--- src/rtl/hrlp_pkg.sv ---
// ----------------------------------------------------------------------------
// hrlp_pkg
// Shared types, character codes and helpers for the HTTP request line parser.
// ----------------------------------------------------------------------------
`default_nettype none

package hrlp_pkg;

  localparam int BUFFER_BYTES = 4096;
  localparam int POS_W        = $clog2(BUFFER_BYTES);
  localparam int OFF_W        = 12;
  localparam int STATUS_W     = 3;
  localparam int VER_W        = 8;

  typedef logic [POS_W-1:0] pos_t;
  typedef logic [OFF_W-1:0] off_t;

  localparam pos_t POS_LAST = pos_t'(BUFFER_BYTES - 1);

  // status codes
  typedef enum logic [STATUS_W-1:0] {
    ST_OK        = 3'd0,
    ST_BAD_METH  = 3'd1,
    ST_BAD_URI   = 3'd2,
    ST_BAD_PROTO = 3'd3,
    ST_BAD_DIGIT = 3'd4,
    ST_NO_LF     = 3'd5,
    ST_EARLY_END = 3'd6,
    ST_TOO_LONG  = 3'd7
  } status_t;

  typedef enum logic [4:0] {
    PH_G, PH_E, PH_T, PH_SP, PH_SLASH, PH_URI, PH_QUERY,
    PH_H, PH_T1, PH_T2, PH_P, PH_PSLASH,
    PH_MAJ0, PH_MAJ, PH_MIN0, PH_MIN, PH_LF
  } phase_t;

  localparam logic [7:0] CH_G     = 8'h47;
  localparam logic [7:0] CH_E     = 8'h45;
  localparam logic [7:0] CH_T     = 8'h54;
  localparam logic [7:0] CH_H     = 8'h48;
  localparam logic [7:0] CH_P     = 8'h50;
  localparam logic [7:0] CH_SPACE = 8'h20;
  localparam logic [7:0] CH_SLASH = 8'h2f;
  localparam logic [7:0] CH_QUEST = 8'h3f;
  localparam logic [7:0] CH_DOT   = 8'h2e;
  localparam logic [7:0] CH_CR    = 8'h0d;
  localparam logic [7:0] CH_LF    = 8'h0a;
  localparam logic [7:0] CH_0     = 8'h30;
  localparam logic [7:0] CH_9     = 8'h39;

  // one accepted input beat
  typedef struct packed {
    logic [7:0] data;
    logic       last;
  } beat_t;

  typedef struct packed {
    phase_t           phase;
    pos_t             pos;
    pos_t             uri_begin;
    pos_t             uri_size;
    logic             dot_seen;
    pos_t             dot_pos;
    pos_t             dot_size;
    logic [VER_W-1:0] major;
    logic [VER_W-1:0] minor;
    logic             skip;
  } pstate_t;

  typedef struct packed {
    status_t          status;
    off_t             uri_offset;
    off_t             uri_length;
    logic             has_extension;
    off_t             ext_offset;
    off_t             ext_length;
    logic [VER_W-1:0] version_major;
    logic [VER_W-1:0] version_minor;
    off_t             headers_offset;
  } result_t;

  localparam pstate_t PSTATE_RESET = '{
    phase: PH_G, pos: '0, uri_begin: '0, uri_size: '0, dot_seen: 1'b0,
    dot_pos: '0, dot_size: '0, major: '0, minor: '0, skip: 1'b0
  };

  function automatic logic is_digit(input logic [7:0] c);
    return (c >= CH_0) && (c <= CH_9);
  endfunction

  // v*10 + digit, saturating at 255
  function automatic logic [VER_W-1:0] add_digit(input logic [VER_W-1:0] v,
                                                 input logic [7:0] c);
    logic [11:0] n;
    n = {1'b0, v, 3'b000} + {3'b000, v, 1'b0} + {4'b0000, c - CH_0};
    return (n > 12'd255) ? 8'hff : n[VER_W-1:0];
  endfunction

  // low bits of an offset as shown on the result
  function automatic off_t off12(input logic [POS_W:0] v);
    logic [31:0] w;
    w = 32'(v);
    return w[OFF_W-1:0];
  endfunction

endpackage

`default_nettype wire

--- src/rtl/hrlp_in_reg.sv ---
// ----------------------------------------------------------------------------
// hrlp_in_reg
// Input register: holds one request byte until the parser takes it.
// ----------------------------------------------------------------------------
`default_nettype none

module hrlp_in_reg (
  input  wire logic           clk,
  input  wire logic           rst,
  input  wire logic           in_valid,
  output logic                in_ready,
  input  wire hrlp_pkg::beat_t in_beat,
  input  wire logic           pop,
  output logic                held_valid,
  output hrlp_pkg::beat_t     held_beat
);
  import hrlp_pkg::*;

  logic take;

  assign in_ready = !held_valid || pop;
  assign take     = in_valid && in_ready;

  always_ff @(posedge clk) begin
    if (rst) begin
      held_valid <= 1'b0;
    end else if (take) begin
      held_valid <= 1'b1;
    end else if (pop) begin
      held_valid <= 1'b0;
    end
  end

  always_ff @(posedge clk) begin
    if (take) begin
      held_beat <= in_beat;
    end
  end

endmodule

`default_nettype wire

--- src/rtl/hrlp_fsm.sv ---
// ----------------------------------------------------------------------------
// hrlp_fsm
// Request line state machine: one byte per step, offsets and version tracking.
// ----------------------------------------------------------------------------
`default_nettype none

module hrlp_fsm (
  input  wire logic            clk,
  input  wire logic            rst,
  input  wire logic            beat_valid,
  input  wire hrlp_pkg::beat_t beat,
  input  wire logic            step,
  output logic                 res_valid,
  output hrlp_pkg::result_t    res
);
  import hrlp_pkg::*;

  pstate_t    st;
  pstate_t    st_next;
  pstate_t    upd;
  status_t    err;
  logic       lf_ok;
  logic [7:0] c;
  logic       done;

  assign c = beat.data;

  // byte decode: syntax check and field updates
  always_comb begin
    upd   = st;
    err   = ST_OK;
    lf_ok = 1'b0;
    case (st.phase)
      PH_G:  if (c == CH_G) upd.phase = PH_E; else err = ST_BAD_METH;
      PH_E:  if (c == CH_E) upd.phase = PH_T; else err = ST_BAD_METH;
      PH_T:  if (c == CH_T) upd.phase = PH_SP; else err = ST_BAD_METH;
      PH_SP: if (c == CH_SPACE) upd.phase = PH_SLASH; else err = ST_BAD_METH;
      PH_SLASH: begin
        if (c == CH_SLASH) begin
          upd.uri_begin = st.pos;
          upd.phase     = PH_URI;
        end else begin
          err = ST_BAD_URI;
        end
      end
      PH_URI: begin
        if (c == CH_SPACE || c == CH_QUEST) begin
          upd.uri_size = st.pos - st.uri_begin;
          upd.dot_size = st.dot_seen ? st.pos - st.dot_pos : '0;
          upd.phase    = (c == CH_QUEST) ? PH_QUERY : PH_H;
        end else if (c == CH_DOT) begin
          upd.dot_seen = 1'b1;
          upd.dot_pos  = st.pos + 1'b1;
        end else if (c == CH_SLASH) begin
          upd.dot_seen = 1'b0;
          upd.dot_pos  = '0;
        end
      end
      PH_QUERY: if (c == CH_SPACE) upd.phase = PH_H;
      PH_H:      if (c == CH_H) upd.phase = PH_T1; else err = ST_BAD_PROTO;
      PH_T1:     if (c == CH_T) upd.phase = PH_T2; else err = ST_BAD_PROTO;
      PH_T2:     if (c == CH_T) upd.phase = PH_P; else err = ST_BAD_PROTO;
      PH_P:      if (c == CH_P) upd.phase = PH_PSLASH; else err = ST_BAD_PROTO;
      PH_PSLASH: if (c == CH_SLASH) upd.phase = PH_MAJ0; else err = ST_BAD_PROTO;
      PH_MAJ0: begin
        if (is_digit(c)) begin
          upd.major = c - CH_0;
          upd.phase = PH_MAJ;
        end else begin
          err = ST_BAD_DIGIT;
        end
      end
      PH_MAJ: begin
        if (c == CH_DOT) upd.phase = PH_MIN0;
        else if (is_digit(c)) upd.major = add_digit(st.major, c);
        else err = ST_BAD_DIGIT;
      end
      PH_MIN0: begin
        if (is_digit(c)) begin
          upd.minor = c - CH_0;
          upd.phase = PH_MIN;
        end else begin
          err = ST_BAD_DIGIT;
        end
      end
      PH_MIN: begin
        if (c == CH_CR) upd.phase = PH_LF;
        else if (is_digit(c)) upd.minor = add_digit(st.minor, c);
        else err = ST_BAD_DIGIT;
      end
      PH_LF: if (c == CH_LF) lf_ok = 1'b1; else err = ST_NO_LF;
      default: err = ST_BAD_METH;
    endcase
    if (err == ST_OK) begin
      if (beat.last) err = ST_EARLY_END;
      else if (st.pos == POS_LAST) err = ST_TOO_LONG;
    end
    upd.pos = st.pos + 1'b1;
  end

  assign done = (err != ST_OK) || lf_ok;

  // next state
  always_comb begin
    st_next = st;
    if (step) begin
      if (st.skip) begin
        if (beat.last) st_next = PSTATE_RESET;
      end else if (done) begin
        st_next      = PSTATE_RESET;
        st_next.skip = !beat.last;
      end else begin
        st_next = upd;
      end
    end
  end

  // result
  always_comb begin
    res_valid = beat_valid && !st.skip && done;
    res       = '0;
    res.status = err;
    if (err == ST_OK) begin
      res.uri_offset     = off12({1'b0, st.uri_begin});
      res.uri_length     = off12({1'b0, st.uri_size});
      res.has_extension  = st.dot_seen;
      res.ext_offset     = st.dot_seen ? off12({1'b0, st.dot_pos}) : '0;
      res.ext_length     = st.dot_seen ? off12({1'b0, st.dot_size}) : '0;
      res.version_major  = st.major;
      res.version_minor  = st.minor;
      res.headers_offset = off12({1'b0, st.pos} + 1'b1);
    end
  end

  always_ff @(posedge clk) begin
    if (rst) begin
      st <= PSTATE_RESET;
    end else begin
      st <= st_next;
    end
  end

endmodule

`default_nettype wire

--- src/rtl/hrlp_out_reg.sv ---
// ----------------------------------------------------------------------------
// hrlp_out_reg
// Result register: holds one parse result until the consumer takes it.
// ----------------------------------------------------------------------------
`default_nettype none

module hrlp_out_reg (
  input  wire logic              clk,
  input  wire logic              rst,
  input  wire logic              load,
  input  wire hrlp_pkg::result_t load_res,
  output logic                   free,
  output logic                   out_valid,
  input  wire logic              out_ready,
  output hrlp_pkg::result_t      out_res
);
  import hrlp_pkg::*;

  assign free = !out_valid || out_ready;

  always_ff @(posedge clk) begin
    if (rst) begin
      out_valid <= 1'b0;
    end else if (load) begin
      out_valid <= 1'b1;
    end else if (out_ready) begin
      out_valid <= 1'b0;
    end
  end

  always_ff @(posedge clk) begin
    if (load) begin
      out_res <= load_res;
    end
  end

endmodule

`default_nettype wire

--- src/rtl/http_request_line_parser.sv ---
// ----------------------------------------------------------------------------
// http_request_line_parser
// Byte-stream parser for a GET request line: URI, extension and version.
// ----------------------------------------------------------------------------
//  channel | handshake            | payload
//  --------+----------------------+---------------------------------------------
//  in      | in_valid / in_ready  | byte_in, end_of_data
//  out     | out_valid / out_ready| status, uri_*, ext_*, version_*, headers_offset
//
//  one byte per clock while no result stalls; byte, then result, each registered
//  the path per step is the state machine decode between input and result regs
//  reset (rst, synchronous) empties both registers and restarts at 'G'
//  a stalled result blocks only bytes that would make another result
// ----------------------------------------------------------------------------
`default_nettype none

module http_request_line_parser (
  input  wire logic       clk,
  input  wire logic       rst,
  input  wire logic       in_valid,
  output logic            in_ready,
  input  wire logic [7:0] byte_in,
  input  wire logic       end_of_data,
  output logic            out_valid,
  input  wire logic       out_ready,
  output logic [2:0]      status,
  output logic [11:0]     uri_offset,
  output logic [11:0]     uri_length,
  output logic            has_extension,
  output logic [11:0]     ext_offset,
  output logic [11:0]     ext_length,
  output logic [7:0]      version_major,
  output logic [7:0]      version_minor,
  output logic [11:0]     headers_offset
);
  import hrlp_pkg::*;

  beat_t   in_beat;
  beat_t   held_beat;
  logic    held_valid;
  logic    res_valid;
  result_t res;
  result_t out_res;
  logic    free;
  logic    step;

  assign in_beat.data = byte_in;
  assign in_beat.last = end_of_data;

  // a held byte moves on unless it makes a result the output cannot take
  assign step = held_valid && (!res_valid || free);

  hrlp_in_reg u_in (
    .clk        (clk),
    .rst        (rst),
    .in_valid   (in_valid),
    .in_ready   (in_ready),
    .in_beat    (in_beat),
    .pop        (step),
    .held_valid (held_valid),
    .held_beat  (held_beat)
  );

  hrlp_fsm u_fsm (
    .clk        (clk),
    .rst        (rst),
    .beat_valid (held_valid),
    .beat       (held_beat),
    .step       (step),
    .res_valid  (res_valid),
    .res        (res)
  );

  hrlp_out_reg u_out (
    .clk       (clk),
    .rst       (rst),
    .load      (step && res_valid),
    .load_res  (res),
    .free      (free),
    .out_valid (out_valid),
    .out_ready (out_ready),
    .out_res   (out_res)
  );

  assign status         = out_res.status;
  assign uri_offset     = out_res.uri_offset;
  assign uri_length     = out_res.uri_length;
  assign has_extension  = out_res.has_extension;
  assign ext_offset     = out_res.ext_offset;
  assign ext_length     = out_res.ext_length;
  assign version_major  = out_res.version_major;
  assign version_minor  = out_res.version_minor;
  assign headers_offset = out_res.headers_offset;

endmodule

`default_nettype wire

--- config.mk ---
export PLATFORM = sky130hd
export DESIGN_NAME = http_request_line_parser
export DESIGN_NICKNAME = d
export VERILOG_FILES = /design/src/rtl/hrlp_pkg.sv /design/src/rtl/hrlp_in_reg.sv /design/src/rtl/hrlp_fsm.sv /design/src/rtl/hrlp_out_reg.sv /design/src/rtl/http_request_line_parser.sv
export SDC_FILE = /design/constraint.sdc
export NUM_CORES = 1
export LEC_CHECK = 0
export ABC_CLOCK_PERIOD_IN_PS = 11900
export BUFFER_PORTS_ARGS = -buffer_cell sky130_fd_sc_hd__buf_4
export CAP_MARGIN = 0
export CORE_MARGIN = 2
export CORE_UTILIZATION = 35
export CTS_CLUSTER_DIAMETER = 100
export CTS_CLUSTER_SIZE = 28
export DETAILED_ROUTE_END_ITERATION = 7
export PLACE_DENSITY_LB_ADDON = 0.3
export SLEW_MARGIN = 5
export SYNTH_ARGS = -nofsm -noshare
export SYNTH_HDL_FRONTEND = slang
export SYNTH_SLANG_ARGS = --single-unit
export TNS_END_PERCENT = 5
--- constraint.sdc ---
create_clock -name clk -period 11.9 [get_ports clk]
set_clock_uncertainty 0.2 [all_clocks]
set_input_delay 1.19 -clock clk [delete_from_list [all_inputs] [get_ports clk]]
set_output_delay 1.19 -clock clk [all_outputs]
set_load 0.01 [all_outputs]
Yosys cells after proc, flatten, opt, wreduce, memory -nomap -nowiden. Cells that the tools add are included.

Bits in read-only memories: 0. Latch bits: 0. Memories kept: 0. RAM bits: 0. Register bits: 174.

Eq/ne operators: 50. Muxes and demuxes: 62. Divide/modulo/power cells: 0. Multiply operators: 0. Magnitude comparators: 4. Add/sub/neg operators: 9. Reductions and logical operators: 41. Shift operators: 0. Bitwise logic cells: 0.

Operators with widths (count): 83-bit 2-to-1 mux (3); 5-bit 2-to-1 mux (16); 5-bit one-hot mux with 16 select lines (1); 4-bit by 1-bit != test with 1-bit output (second input constant) (18); 12-bit 2-to-1 mux (5); 8-bit 2-to-1 mux (7); 3-bit one-hot mux with 14 select lines (1); 5-bit by 4-bit equality test with 1-bit output (second input constant) (8); 8-bit by 7-bit equality test with 1-bit output (second input constant) (5); 13-bit 2-to-1 mux (3); 37-bit 2-to-1 mux (1); 8-bit by 6-bit equality test with 1-bit output (second input constant) (4); 8-bit one-hot mux with 2 select lines (2); 11-bit by 9-bit adder with 12-bit output (2); 12-bit by 1-bit adder with 12-bit output (second input constant) (2); 12-bit by 8-bit adder with 12-bit output (2); 12-bit by 8-bit greater-than comparator with 1-bit output (second input constant) (2); 12-bit subtractor (2); 3-bit 2-to-1 mux (7); 5-bit by 3-bit equality test with 1-bit output (second input constant) (4); 19-bit AND reduction (1); 18-bit nonzero test (1); 8-bit by 4-bit equality test with 1-bit output (second input constant) (2); 3-bit nonzero test (5); 24 further kinds (62).

Longest topological paths before layout. Gate-level depths: netlist of the first run.

Word-level depth: 17. Gate-level depth with buffers: 14. Depth with buffers taken out: 14.

By module. From an unflattened synthesis of the first run, not the netlist that was laid out.

Cells, all modules: 876. Area total of the unflattened synthesis: 9080.0 um^2.

By module, submodules not included: hrlp_fsm (sequential area each 1661.6 um^2, times used 1, cells an instance 775, area an instance 6287.3 um^2); hrlp_out_reg (sequential area each 2422.3 um^2, times used 1, cells an instance 84, area an instance 2448.6 um^2); hrlp_in_reg (sequential area each 290.3 um^2, times used 1, cells an instance 14, area an instance 325.3 um^2); http_request_line_parser (sequential area each 0.0 um^2, times used 1, cells an instance 3, area an instance 18.8 um^2).

Least setup slack after synthesis of the first run. OpenSTA, ideal clock, no wires.

Path kind: register to register. From: reg u_fsm.st[81] (netlist name). To: reg u_out.out_res[0] (netlist name). Arrival: 5.491 ns. Period minus slack after synthesis: 6.219 ns. Data required time: 11.173 ns. Cell stages (with the launch flop): 8. Library setup time: 0.527 ns. Slack: 5.681 ns. Cells stage by stage: dfxtp_1 or3b_2 or2_2 a311oi_2 nor3_2 nand4_4 o21bai_1 nor2b_1.

Longest elaborated chain between the ends: 13. Elaborated cells on any way between the ends: 33. Those cells by class: 16 x eq/ne; 5 x mux; 12 x reduce/logical.

Ends and longest elaborated chain: start, declared (line hrlp_fsm.sv:18) `pstate_t st;`; start signal, assigned (line hrlp_fsm.sv:139) `st <= st_next;`; 5-bit by 4-bit equality test with 1-bit output or 5-bit by 3-bit equality test with 1-bit output (tied branches) (line hrlp_fsm.sv:33) `case (st.phase)`; 2-bit OR reduction (no source line); 3-bit one-hot mux with 14 select lines (line hrlp_fsm.sv:33); 3-bit 2-to-1 mux (line hrlp_fsm.sv:96) `else if (st.pos == POS_LAST) err = ST_TOO_LONG;`; 3-bit 2-to-1 mux (line hrlp_fsm.sv:95) `if (beat.last) err = ST_EARLY_END;`; 3-bit 2-to-1 mux (line hrlp_fsm.sv:94) `if (err == ST_OK) begin`; 3-bit nonzero test (line hrlp_fsm.sv:101) `assign done = (err != ST_OK) || lf_ok;`; 1-bit logical OR (*) (line hrlp_fsm.sv:101); 1-bit logical AND (*) (line hrlp_fsm.sv:120) `res_valid = beat_valid && !st.skip && done;`; 1-bit zero test (line http_request_line_parser.sv:51) `assign step = held_valid && (!res_valid || free);`; 1-bit logical OR (line http_request_line_parser.sv:51); 1-bit logical AND (line http_request_line_parser.sv:51); 1-bit logical AND (*) (line http_request_line_parser.sv:77) `.load (step && res_valid),`; net u_out.load (line hrlp_out_reg.sv:10) `input wire logic load,`.

Mark *: on every way through the listed nets, which the timed path passes. The rest lies on a longest branch. A chain may end at the register's enable or synchronous reset.

Worst setup path in the final report of the first run.
From: reg u_in.held_beat[5] (netlist name). To: out in_ready.

Longest elaborated chain between the ends: 15. Elaborated cells on any way between the ends: 40. Those cells by class: 2 x order compare; 10 x eq/ne; 19 x mux; 9 x reduce/logical.

Ends and longest elaborated chain: 8-bit by 6-bit >= comparator with 1-bit output or 8-bit by 6-bit less-or-equal comparator with 1-bit output (tied branches) (line hrlp_pkg.sv:89) `return (c >= CH_0) && (c <= CH_9);`; 1-bit logical AND (line hrlp_pkg.sv:89); 3-bit 2-to-1 mux; 3-bit 2-to-1 mux, on equally long branches (line hrlp_fsm.sv:87, hrlp_fsm.sv:74); 3-bit one-hot mux with 14 select lines (line hrlp_fsm.sv:33); 3-bit 2-to-1 mux (line hrlp_fsm.sv:96); 3-bit 2-to-1 mux (line hrlp_fsm.sv:95); 3-bit 2-to-1 mux (line hrlp_fsm.sv:94); 3-bit nonzero test (line hrlp_fsm.sv:101); 1-bit logical OR (*) (line hrlp_fsm.sv:101); 1-bit logical AND (*) (line hrlp_fsm.sv:120); 1-bit zero test (*) (line http_request_line_parser.sv:51); 1-bit logical OR (*) (line http_request_line_parser.sv:51); 1-bit logical AND (*) (line http_request_line_parser.sv:51); 1-bit logical OR (*) (line hrlp_in_reg.sv:21) `assign in_ready = !held_valid || pop;`; end, declared (line http_request_line_parser.sv:21) `output logic in_ready,`.

Mark *: on every way between the ends. The rest lies on a longest branch, timed or not.

==> results of run 1 <==
power by group through the flow:
stage	clock network, mW	logic [mW]	registers (mW)
2_1_floorplan	0	0.0379	0.670
3_3_place_gp	0	0.0741	0.666
3_5_place_dp	0	0.0744	0.666
4_1_cts	0.585	0.0747	0.653
5_1_grt	0.614	0.0813	0.654
6_report	0.574	0.0737	0.652
worst paths after layout:
kind	start	to	slack (ns)	cells after the start
min	u_fsm.st[13]	u_fsm.st[13]	0.27	2
max reg2reg	u_in.held_beat[5]	u_fsm.st[62]	7.13	10
max	u_in.held_beat[5]	in_ready	6.34	10
min reg2reg	u_fsm.st[13]	u_fsm.st[13]	0.27	2
logic make-up after synthesis:
group / after synthesis / share of synthesized area, %
compound gates: 183 / 15.3
xor+xnor: 37 / 3.55
fa+ha+maj: 63 / 9.80
buf+inv: 109 / 4.75
flops: 174 / 48.0
mux: 4 / 0.453
simple gates: 307 / 18.2
registers in the layout (all words and copies together) (netlist names):
signal,cells
u_out.out_res,80
u_out.out_valid,1
u_fsm.st,83
u_in.held_valid,1
u_in.held_beat,9
area by class of cell:
class | instances | area, µm²
clock inverters | 13 | 145
flip-flops and latches | 174 | 4370
multi-input cells | 594 | 4320
fillers | 2538 | 15100
well taps | 335 | 419
clock buffers | 19 | 453
inverters | 68 | 255
repair buffers | 101 | 758
critical path, stage by stage (launching register included):
cell and delay [ns]:
edfxtp_1 0.54, inv_1 0.18, ha_1 0.19, nand2_1 0.06, nor4_1 0.60, a311oi_2 0.28
nor3b_4 0.42, nand4_4 0.60, o21bai_1 0.54, or2_2 0.20, buf_4 0.11
per-layer routing:
layer	GRT usage, %	vias to the layer above
met2	27.9	159
met4	5.88	0
met5	0	-
met3	2.77	16
met1	22.1	3148
li1	-	3350
layout by cell type (no fill, tap or decap), types with 6 or more instances in the layout:
master and n:
a21o_1 6, a21oi_1 43, a22o_1 32, a31o_2 7, and2_1 25, and3_1 30
buf_4 101, clkbuf_16 17, dfxtp_1 85, edfxtp_1 89, fa_1 14, ha_1 49
inv_1 68, inv_6 6, nand2_1 59, nand3_1 21, nand4_1 6, nor2_1 69
nor2b_1 10, nor3_1 19, nor4_1 7, o211ai_1 9, o21a_1 8, o21ai_0 17
o22ai_1 8, o2bb2ai_2 10, or3_1 16, xnor2_1 26, xor2_1 11
==> impl_metrics.env, run 1 <==
export IMPL_postCtsSetupBuffers=0
export IMPL_drv_cap=0
export IMPL_met3_length_mm=1.11
export IMPL_die_height_um=165
export IMPL_power_density_nw_per_um2=121
export IMPL_power_mw=1.30
export IMPL_setup_ws_ns=6.34
export IMPL_ys_warn_count=0
export IMPL_diodes=0
export IMPL_synth_flop_cell="edfxtp_1"
export IMPL_highest_layer="met4"
export IMPL_min_path_type="reg -> reg"
export IMPL_finalHoldViolations=0
export IMPL_finalCriticalPeriod_ns=5.56
export IMPL_fp_dieArea_um2=27400
export IMPL_seq_area_frac_synth_pct=48.0
export IMPL_rsz0062_at_grt="no"
export IMPL_rows=59
export IMPL_synth_area_leaders="edfxtp_1 29%, dfxtp_1 19%, ha_1 6.7%, a22o_1 3.1%, fa_1 3.1%"
export IMPL_syn_area_um2=9120
export IMPL_drt_met1_wl_mm=10.1
export IMPL_wl_met2_mm=10.7
export IMPL_relSlewSlack_pct=30.9
export IMPL_syn_to_final_growth_pct=17.7
export IMPL_power_frac_comb_pct=5.7
export IMPL_seqPwrFrac_pct=50.2
export IMPL_io_pins=95
export IMPL_critPathKind="reg -> out"
export IMPL_io_buffers=94
export IMPL_crit_required_ns=10.51
export IMPL_wl_mm=22.2
export IMPL_grt_max_degree=81
export IMPL_clockBufferDepth=2
export IMPL_synth_top_area_cell="edfxtp_1"
export IMPL_hold_buffers=0
export IMPL_switching_share_pct=24.5
export IMPL_status="finished clean"
export IMPL_p_clk_share_pct=44.2
export IMPL_htreeDepth=4
export IMPL_leakagePower_nw=4.10
export IMPL_chipWidth_um=165
export IMPL_internal_power_uw=982
export IMPL_instances_no_fill=1304
export IMPL_place_area_um2=10100
export IMPL_synthTopCellsByCount="89 x edfxtp_1, 85 x dfxtp_1, 69 x nor2_1"
export IMPL_fmax_ghz=0.180
export IMPL_drtIter0Drc=382
export IMPL_clk_latency_ns=0.44
export IMPL_place_ws_ns=6.80
export IMPL_finalInstanceArea_um2=10700
export IMPL_ys_types=72
export IMPL_synthCells=877
export IMPL_syn_nets=953
export IMPL_yosysTopAreaCellShare_pct=29.3
export IMPL_antenna_found_initial=0
export IMPL_final_layout_size_suffix_gt1_share_pct=17.5
export IMPL_core_area_um2=25800
export IMPL_routabilityCongestion=0.886
export IMPL_worst_setup_path_start_kind="flop"
export IMPL_grt_overflow_total=0
export IMPL_vias_per_cell=5.12
export IMPL_wl_per_cell_um=17.0
export IMPL_worst_pin_slew_ns=1.04
export IMPL_track_usage_pct=16.8
export IMPL_final_util_pct=41.5
export IMPL_synth_seq_cells=174
export IMPL_ant_nets=0
export IMPL_start_util_pct=35.3
export IMPL_grt_pass1_wl_mm=35.3
export IMPL_cts_resized=0
export IMPL_layout_nets=1032
export IMPL_grt_pass1_vias=6514
export IMPL_worstPathMaxFanout=37
export IMPL_path_clk_slew_ns=0.07
export IMPL_drc=0
export IMPL_setup_viol=0
export IMPL_root_buffer="clkbuf_16"
export IMPL_end_kind="output port"
export IMPL_avgSynthCellArea_um2=10.4
export IMPL_cts_sinks=174
export IMPL_slew_violations=0
export IMPL_vias=6673
export IMPL_async_flop_share_pct=0
export IMPL_fin_crit_sh_pct=46.7
export IMPL_vdd_drop_max_v=0.0000625
export IMPL_place_hpwl_mm=15.8
export IMPL_dr_pass1_iters=4
export IMPL_cts_buffers=17
export IMPL_synth_most_common_cell="edfxtp_1"
export IMPL_dp_cells=1272
export IMPL_fin_hold_ws_ns=0.266
export IMPL_cts_tree="done"
export IMPL_p_switching_uw=318
export IMPL_synth_edf_count=89
export IMPL_crit_arrival_ns=4.17
export IMPL_tns_ns=0
Power figures use the tool's default switching activity.
==> inputs of run 2 (changes only) <==
--- a/config.mk
+++ b/config.mk
@@ -5,7 +5,7 @@
 export SDC_FILE = /design/constraint.sdc
 export NUM_CORES = 1
 export LEC_CHECK = 0
-export ABC_CLOCK_PERIOD_IN_PS = 11900
+export ABC_CLOCK_PERIOD_IN_PS = 5300
 export BUFFER_PORTS_ARGS = -buffer_cell sky130_fd_sc_hd__buf_4
 export CAP_MARGIN = 0
 export CORE_MARGIN = 2
==> constraint.sdc (replaced) <==
create_clock -name clk -period 5.3 [get_ports clk]
set_clock_uncertainty 0.2 [all_clocks]
set_input_delay 0.53 -clock clk [delete_from_list [all_inputs] [get_ports clk]]
set_output_delay 0.53 -clock clk [all_outputs]
set_load 0.01 [all_outputs]
==> impl_metrics.env, run 2 (synthesis results as in run 1) <==
export IMPL_ant_nets=0
export IMPL_reg2reg_to="u_in.held_beat[0]"
export IMPL_holdCritStartpoint="byte_in[7]"
export IMPL_worstPathMaxFanout=23
export IMPL_fin_crit_sh_pct=89.1
export IMPL_final_layout_size_suffix_gt1_share_pct=18.1
export IMPL_hold_buffers=0
export IMPL_largest_registers="u_fsm.st: 83 flops, u_out.out_res: 80 flops, u_in.held_beat: 9 flops"
export IMPL_dr_pass1_iters=5
export IMPL_track_usage_pct=16.8
export IMPL_cts_resized=0
export IMPL_status="finished clean"
export IMPL_internal_power_mw=2.19
export IMPL_finalCriticalPeriod_ns=4.72
export IMPL_place_hpwl_mm=16.3
export IMPL_cts_buffers=17
export IMPL_syn_to_final_growth_pct=18.3
export IMPL_fillers=2554
export IMPL_end_kind="output port"
export IMPL_setup_ws_ns=0.578
export IMPL_vdd_drop_max_v=0.000187
export IMPL_dp_cells=1282
export IMPL_cts_tree="done"
export IMPL_htreeDepth=4
export IMPL_antenna_found_initial=0
export IMPL_final_common_cell="buf_4"
export IMPL_p_clk_share_pct=43.2
export IMPL_tns_ns=0
export IMPL_drtIter0Drc=493
export IMPL_fmax_ghz=0.212
export IMPL_min_path_type="in -> reg"
export IMPL_core_area_um2=25800
export IMPL_crit_arrival_ns=3.99
export IMPL_drv_cap=0
export IMPL_io_buffers=94
export IMPL_place_ws_ns=0.915
export IMPL_io_pins=95
export IMPL_rsz0062_at_grt="no"
export IMPL_grt_overflow_total=0
export IMPL_path_clk_slew_ns=0.07
export IMPL_power_density_nw_per_um2=267
export IMPL_p_switching_uw=687
export IMPL_crit_required_ns=4.57
export IMPL_final_cell_mix="111 x buf_4, 89 x edfxtp_1, 85 x dfxtp_1, 69 x nor2_1, 68 x inv_1"
export IMPL_whs_endpoint="u_in.held_beat[8]"
export IMPL_cts_sinks=174
export IMPL_layout_nets=1042
export IMPL_drc=0
export IMPL_worst_pin_slew_ns=0.804
export IMPL_final_util_pct=41.7
export IMPL_postCtsSetupBuffers=0
export IMPL_reg2reg_from="u_in.held_beat[5]"
export IMPL_instances_no_fill=1314
export IMPL_top_register="u_fsm.st"
export IMPL_crit_start="u_in.held_beat[5]"
export IMPL_hold_path_depth=1
export IMPL_reg2regPathDepth=11
export IMPL_wl_mm=22.3
export IMPL_grt_pass1_wl_mm=35.3
export IMPL_leakagePower_nw=4.14
export IMPL_setup_viol=0
export IMPL_relSlewSlack_pct=46.3
export IMPL_rows=59
export IMPL_worst_setup_path_start_kind="flop"
export IMPL_grt_max_degree=54
export IMPL_routabilityCongestion=0.870
export IMPL_chipWidth_um=165
export IMPL_wl_per_cell_um=17.0
export IMPL_vias_per_cell=5.14
export IMPL_root_buffer="clkbuf_16"
export IMPL_diodes=0
export IMPL_vias=6755
export IMPL_critPathKind="reg -> out"
export IMPL_reg2reg_setup_slack_ns=0.92
export IMPL_clockBufferDepth=2
export IMPL_fin_hold_ws_ns=0.0777
export IMPL_seqPwrFrac_pct=50.9
export IMPL_clk_latency_ns=0.44
export IMPL_slew_violations=0
export IMPL_start_util_pct=35.3
export IMPL_largest_reg_flops=83
export IMPL_switching_share_pct=23.9
export IMPL_fp_dieArea_um2=27400
export IMPL_grt_pass1_vias=6505
export IMPL_die_height_um=165
export IMPL_power_frac_comb_pct=5.9
export IMPL_finalHoldViolations=0
==> run 2: worst max path at each step <==
stage	to	slack, ns	depth (start not counted)
floorplan	u_out.out_res[0]	0.60	7
global placement	u_in.held_beat[3]	1.04	11
detailed placement	u_in.held_beat[5]	0.92	11
CTS	in_ready	0.59	11
global route	in_ready	0.31	11
finish	in_ready	0.58	11
==> run 2: critical path, cell delays in order (launching register included) <==
cell      delay [ns]
edfxtp_1        0.54
inv_1           0.17
ha_1            0.20
nand2_1         0.06
nor4_1          0.55
a311oi_2        0.28
nor3b_4         0.42
nand4_4         0.34
buf_4           0.33
o21bai_1        0.32
or2_2           0.22
buf_4           0.13
==> run 2: through the flow <==
step	power (mW)	cell area, µm²
after global routing	2.98	10800
final	2.87	10800
after detailed placement	1.67	10200
after CTS	2.91	10800
after global placement	1.66	10200
after floorplan	1.59	9120
==> run 2: power groups by stage <==
stage                     registers [mW]  clock network, mW  logic [mW]
after floorplan                     1.50                  0      0.0853
after global routing                1.47               1.32       0.187
after CTS                           1.46               1.27       0.172
final                               1.46               1.24       0.170
after detailed placement            1.49                  0       0.172
after global placement              1.49                  0       0.171
==> run 2: cell type report <==
cell class / instances / area (µm²) / area share [%]
repair buffers: 111 / 833 / 7.73
clock inverters: 12 / 131 / 1.22
clock buffers: 20 / 447 / 4.14
multi-input cells: 594 / 4320 / 40.1
flip-flops and latches: 174 / 4370 / 40.6
well taps: 335 / 419 / 3.89
inverters: 68 / 255 / 2.37
==> run 2: layer usage <==
layer / part of all wire, % / wire length [µm] / track usage, % / vias up
li1: - / - / - / 3356
met1: 47 / 10400 / 22.2 / 3220
met2: 48 / 10700 / 28.2 / 157
met3: 3.9 / 869 / 2.60 / 22
met4: 1.7 / 386 / 5.37 / 0
met5: 0 / 0 / 0 / -
==> inputs of run 3 (changes only) <==
--- a/config.mk
+++ b/config.mk
@@ -6,7 +6,7 @@
 export NUM_CORES = 1
 export LEC_CHECK = 0
 export ABC_CLOCK_PERIOD_IN_PS = 5300
-export BUFFER_PORTS_ARGS = -buffer_cell sky130_fd_sc_hd__buf_4
+export BUFFER_PORTS_ARGS = -buffer_cell sky130_fd_sc_hd__buf_2
 export CAP_MARGIN = 0
 export CORE_MARGIN = 2
 export CORE_UTILIZATION = 35
==> impl_metrics.env, run 3 (synthesis results as in run 1) <==
export IMPL_start_util_pct=35.3
export IMPL_switching_share_pct=24.3
export IMPL_grt_pass1_wl_mm=35.7
export IMPL_slowest_stage="nor4_1"
export IMPL_p_switching_uw=676
export IMPL_critPathKind="reg -> out"
export IMPL_diodes=0
export IMPL_ant_nets=0
export IMPL_clk_latency_ns=0.43
export IMPL_drv_cap=0
export IMPL_largest_reg_flops=83
export IMPL_reg2reg_from="u_in.held_beat[5]"
export IMPL_hold_buffers=0
export IMPL_path_clk_slew_ns=0.06
export IMPL_reg2regPathDepth=10
export IMPL_wl_mm=22.4
export IMPL_postCtsSetupBuffers=0
export IMPL_final_cell_mix="94 x buf_2, 89 x edfxtp_1, 85 x dfxtp_1, 69 x nor2_1, 68 x inv_1"
export IMPL_final_layout_size_suffix_gt1_share_pct=17.7
export IMPL_cts_tree="done"
export IMPL_die_height_um=165
export IMPL_tns_ns=0
export IMPL_chipWidth_um=165
export IMPL_power_mw=2.78
export IMPL_wl_per_cell_um=17.1
export IMPL_io_buffers=94
export IMPL_crit_arrival_ns=3.79
export IMPL_worst_pin_slew_ns=0.867
export IMPL_clockBufferDepth=2
export IMPL_p_clk_share_pct=41.8
export IMPL_rows=59
export IMPL_fin_hold_ws_ns=0.0762
export IMPL_finalCriticalPeriod_ns=4.52
export IMPL_timing_critical_path_buf_inv=2
export IMPL_layout_nets=1038
export IMPL_cts_sinks=174
export IMPL_final_common_cell="buf_2"
export IMPL_drc=0
export IMPL_final_util_pct=40.5
export IMPL_grt_overflow_total=0
export IMPL_hold_path_depth=1
export IMPL_power_frac_comb_pct=5.5
export IMPL_routabilityCongestion=0.904
export IMPL_dr_pass1_iters=5
export IMPL_syn_to_final_growth_pct=14.7
export IMPL_slew_violations=0
export IMPL_leakagePower_nw=4.02
export IMPL_reg2reg_setup_slack_ns=0.94
export IMPL_grt_max_degree=49
export IMPL_grt_pass1_vias=6543
export IMPL_crit_family="simple AND/OR/NAND/NOR gates"
export IMPL_worst_setup_path_start_kind="flop"
export IMPL_internal_power_mw=2.10
export IMPL_io_pins=95
export IMPL_min_path_type="in -> reg"
export IMPL_largest_registers="u_fsm.st: 83 flops, u_out.out_res: 80 flops, u_in.held_beat: 9 flops"
export IMPL_cts_buffers=17
export IMPL_whs_endpoint="u_in.held_beat[7]"
export IMPL_finalHoldViolations=0
export IMPL_crit_chain="inv_1 > ha_1 > nand2_1 > nor4_1 > a311oi_2 > nor3b_4 > nand4_4 > o21bai_1 > or2_2 > buf_2"
export IMPL_rsz0062_at_grt="no"
export IMPL_vdd_drop_max_v=0.000156
export IMPL_worstPathMaxFanout=19
export IMPL_seqPwrFrac_pct=52.8
export IMPL_setup_viol=0
export IMPL_status="finished clean"
export IMPL_cts_resized=0
export IMPL_relSlewSlack_pct=41.8
export IMPL_place_hpwl_mm=16.3
export IMPL_vias_per_cell=5.21
export IMPL_core_area_um2=25800
export IMPL_antenna_found_initial=0
export IMPL_end_kind="output port"
export IMPL_top_register="u_fsm.st"
export IMPL_setup_ws_ns=0.779
export IMPL_power_density_nw_per_um2=265
export IMPL_fp_dieArea_um2=27400
export IMPL_fmax_ghz=0.221
export IMPL_root_buffer="clkbuf_16"
export IMPL_drtIter0Drc=583
export IMPL_crit_path_max_incr_delay_ns=0.60
export IMPL_holdCritStartpoint="byte_in[6]"
export IMPL_crit_required_ns=4.57
export IMPL_track_usage_pct=17.0
export IMPL_htreeDepth=4
export IMPL_place_ws_ns=1.01
export IMPL_vias=6823
export IMPL_reg2reg_to="u_fsm.st[65]"
export IMPL_fin_crit_sh_pct=85.3
[run 3: cell count changes in the layout (fill, tap and decap cells not counted), sizes merged]
cell / change
clkinv: +1
buf: -4
bufinv: -1
inv: -1
[run 3: how the worst max path moves through the flow]
| stage | slack, ns | cells past startpoint | startpoint | end |
|---|---|---|---|---|
| after floorplan | 0.60 | 7 | u_fsm.st[81] | u_out.out_res[0] |
| after global placement | 1.11 | 10 | u_in.held_beat[5] | u_fsm.st[55] |
| after detailed placement | 1.01 | 10 | u_in.held_beat[5] | u_fsm.st[63] |
| after CTS | 0.79 | 10 | u_in.held_beat[5] | in_ready |
| after global routing | 0.47 | 10 | u_in.held_beat[5] | in_ready |
| final | 0.78 | 10 | u_in.held_beat[5] | in_ready |
[run 3: power by group through the flow]
stage	Clock, mW	Sequential [mW]	Combinational [mW]
global route	1.23	1.47	0.170
CTS	1.19	1.46	0.154
detailed placement	0	1.49	0.153
floorplan	0	1.50	0.0853
global placement	0	1.49	0.153
finish	1.16	1.46	0.152
[run 3: metal layers]
| layer | vias up | global-route usage, % | wire length (µm) | part of all wire (%) |
|---|---|---|---|---|
| met5 | - | 0 | 0 | 0 |
| met4 | 0 | 5.72 | 515 | 2.3 |
| met3 | 37 | 3.07 | 949 | 4.2 |
| met2 | 189 | 28.0 | 10500 | 47 |
| met1 | 3240 | 22.5 | 10400 | 47 |
| li1 | 3357 | - | - | - |
[run 3: area by class of cell]
cell class	instances	area, µm²
clock inverter	11	85.1
timing repair buffer	107	568
multi-input combinational	594	4320
tap	335	419
inverter	68	255
clock buffer	20	437
fill	2515	15400
sequential	174	4370
[run 3: stage by stage]
stage	cells	area, µm²
after floorplan	877	9120
after global placement	1278	9940
after detailed placement	1278	9940
after CTS	1309	10500
after global routing	1309	10500
final	1309	10500
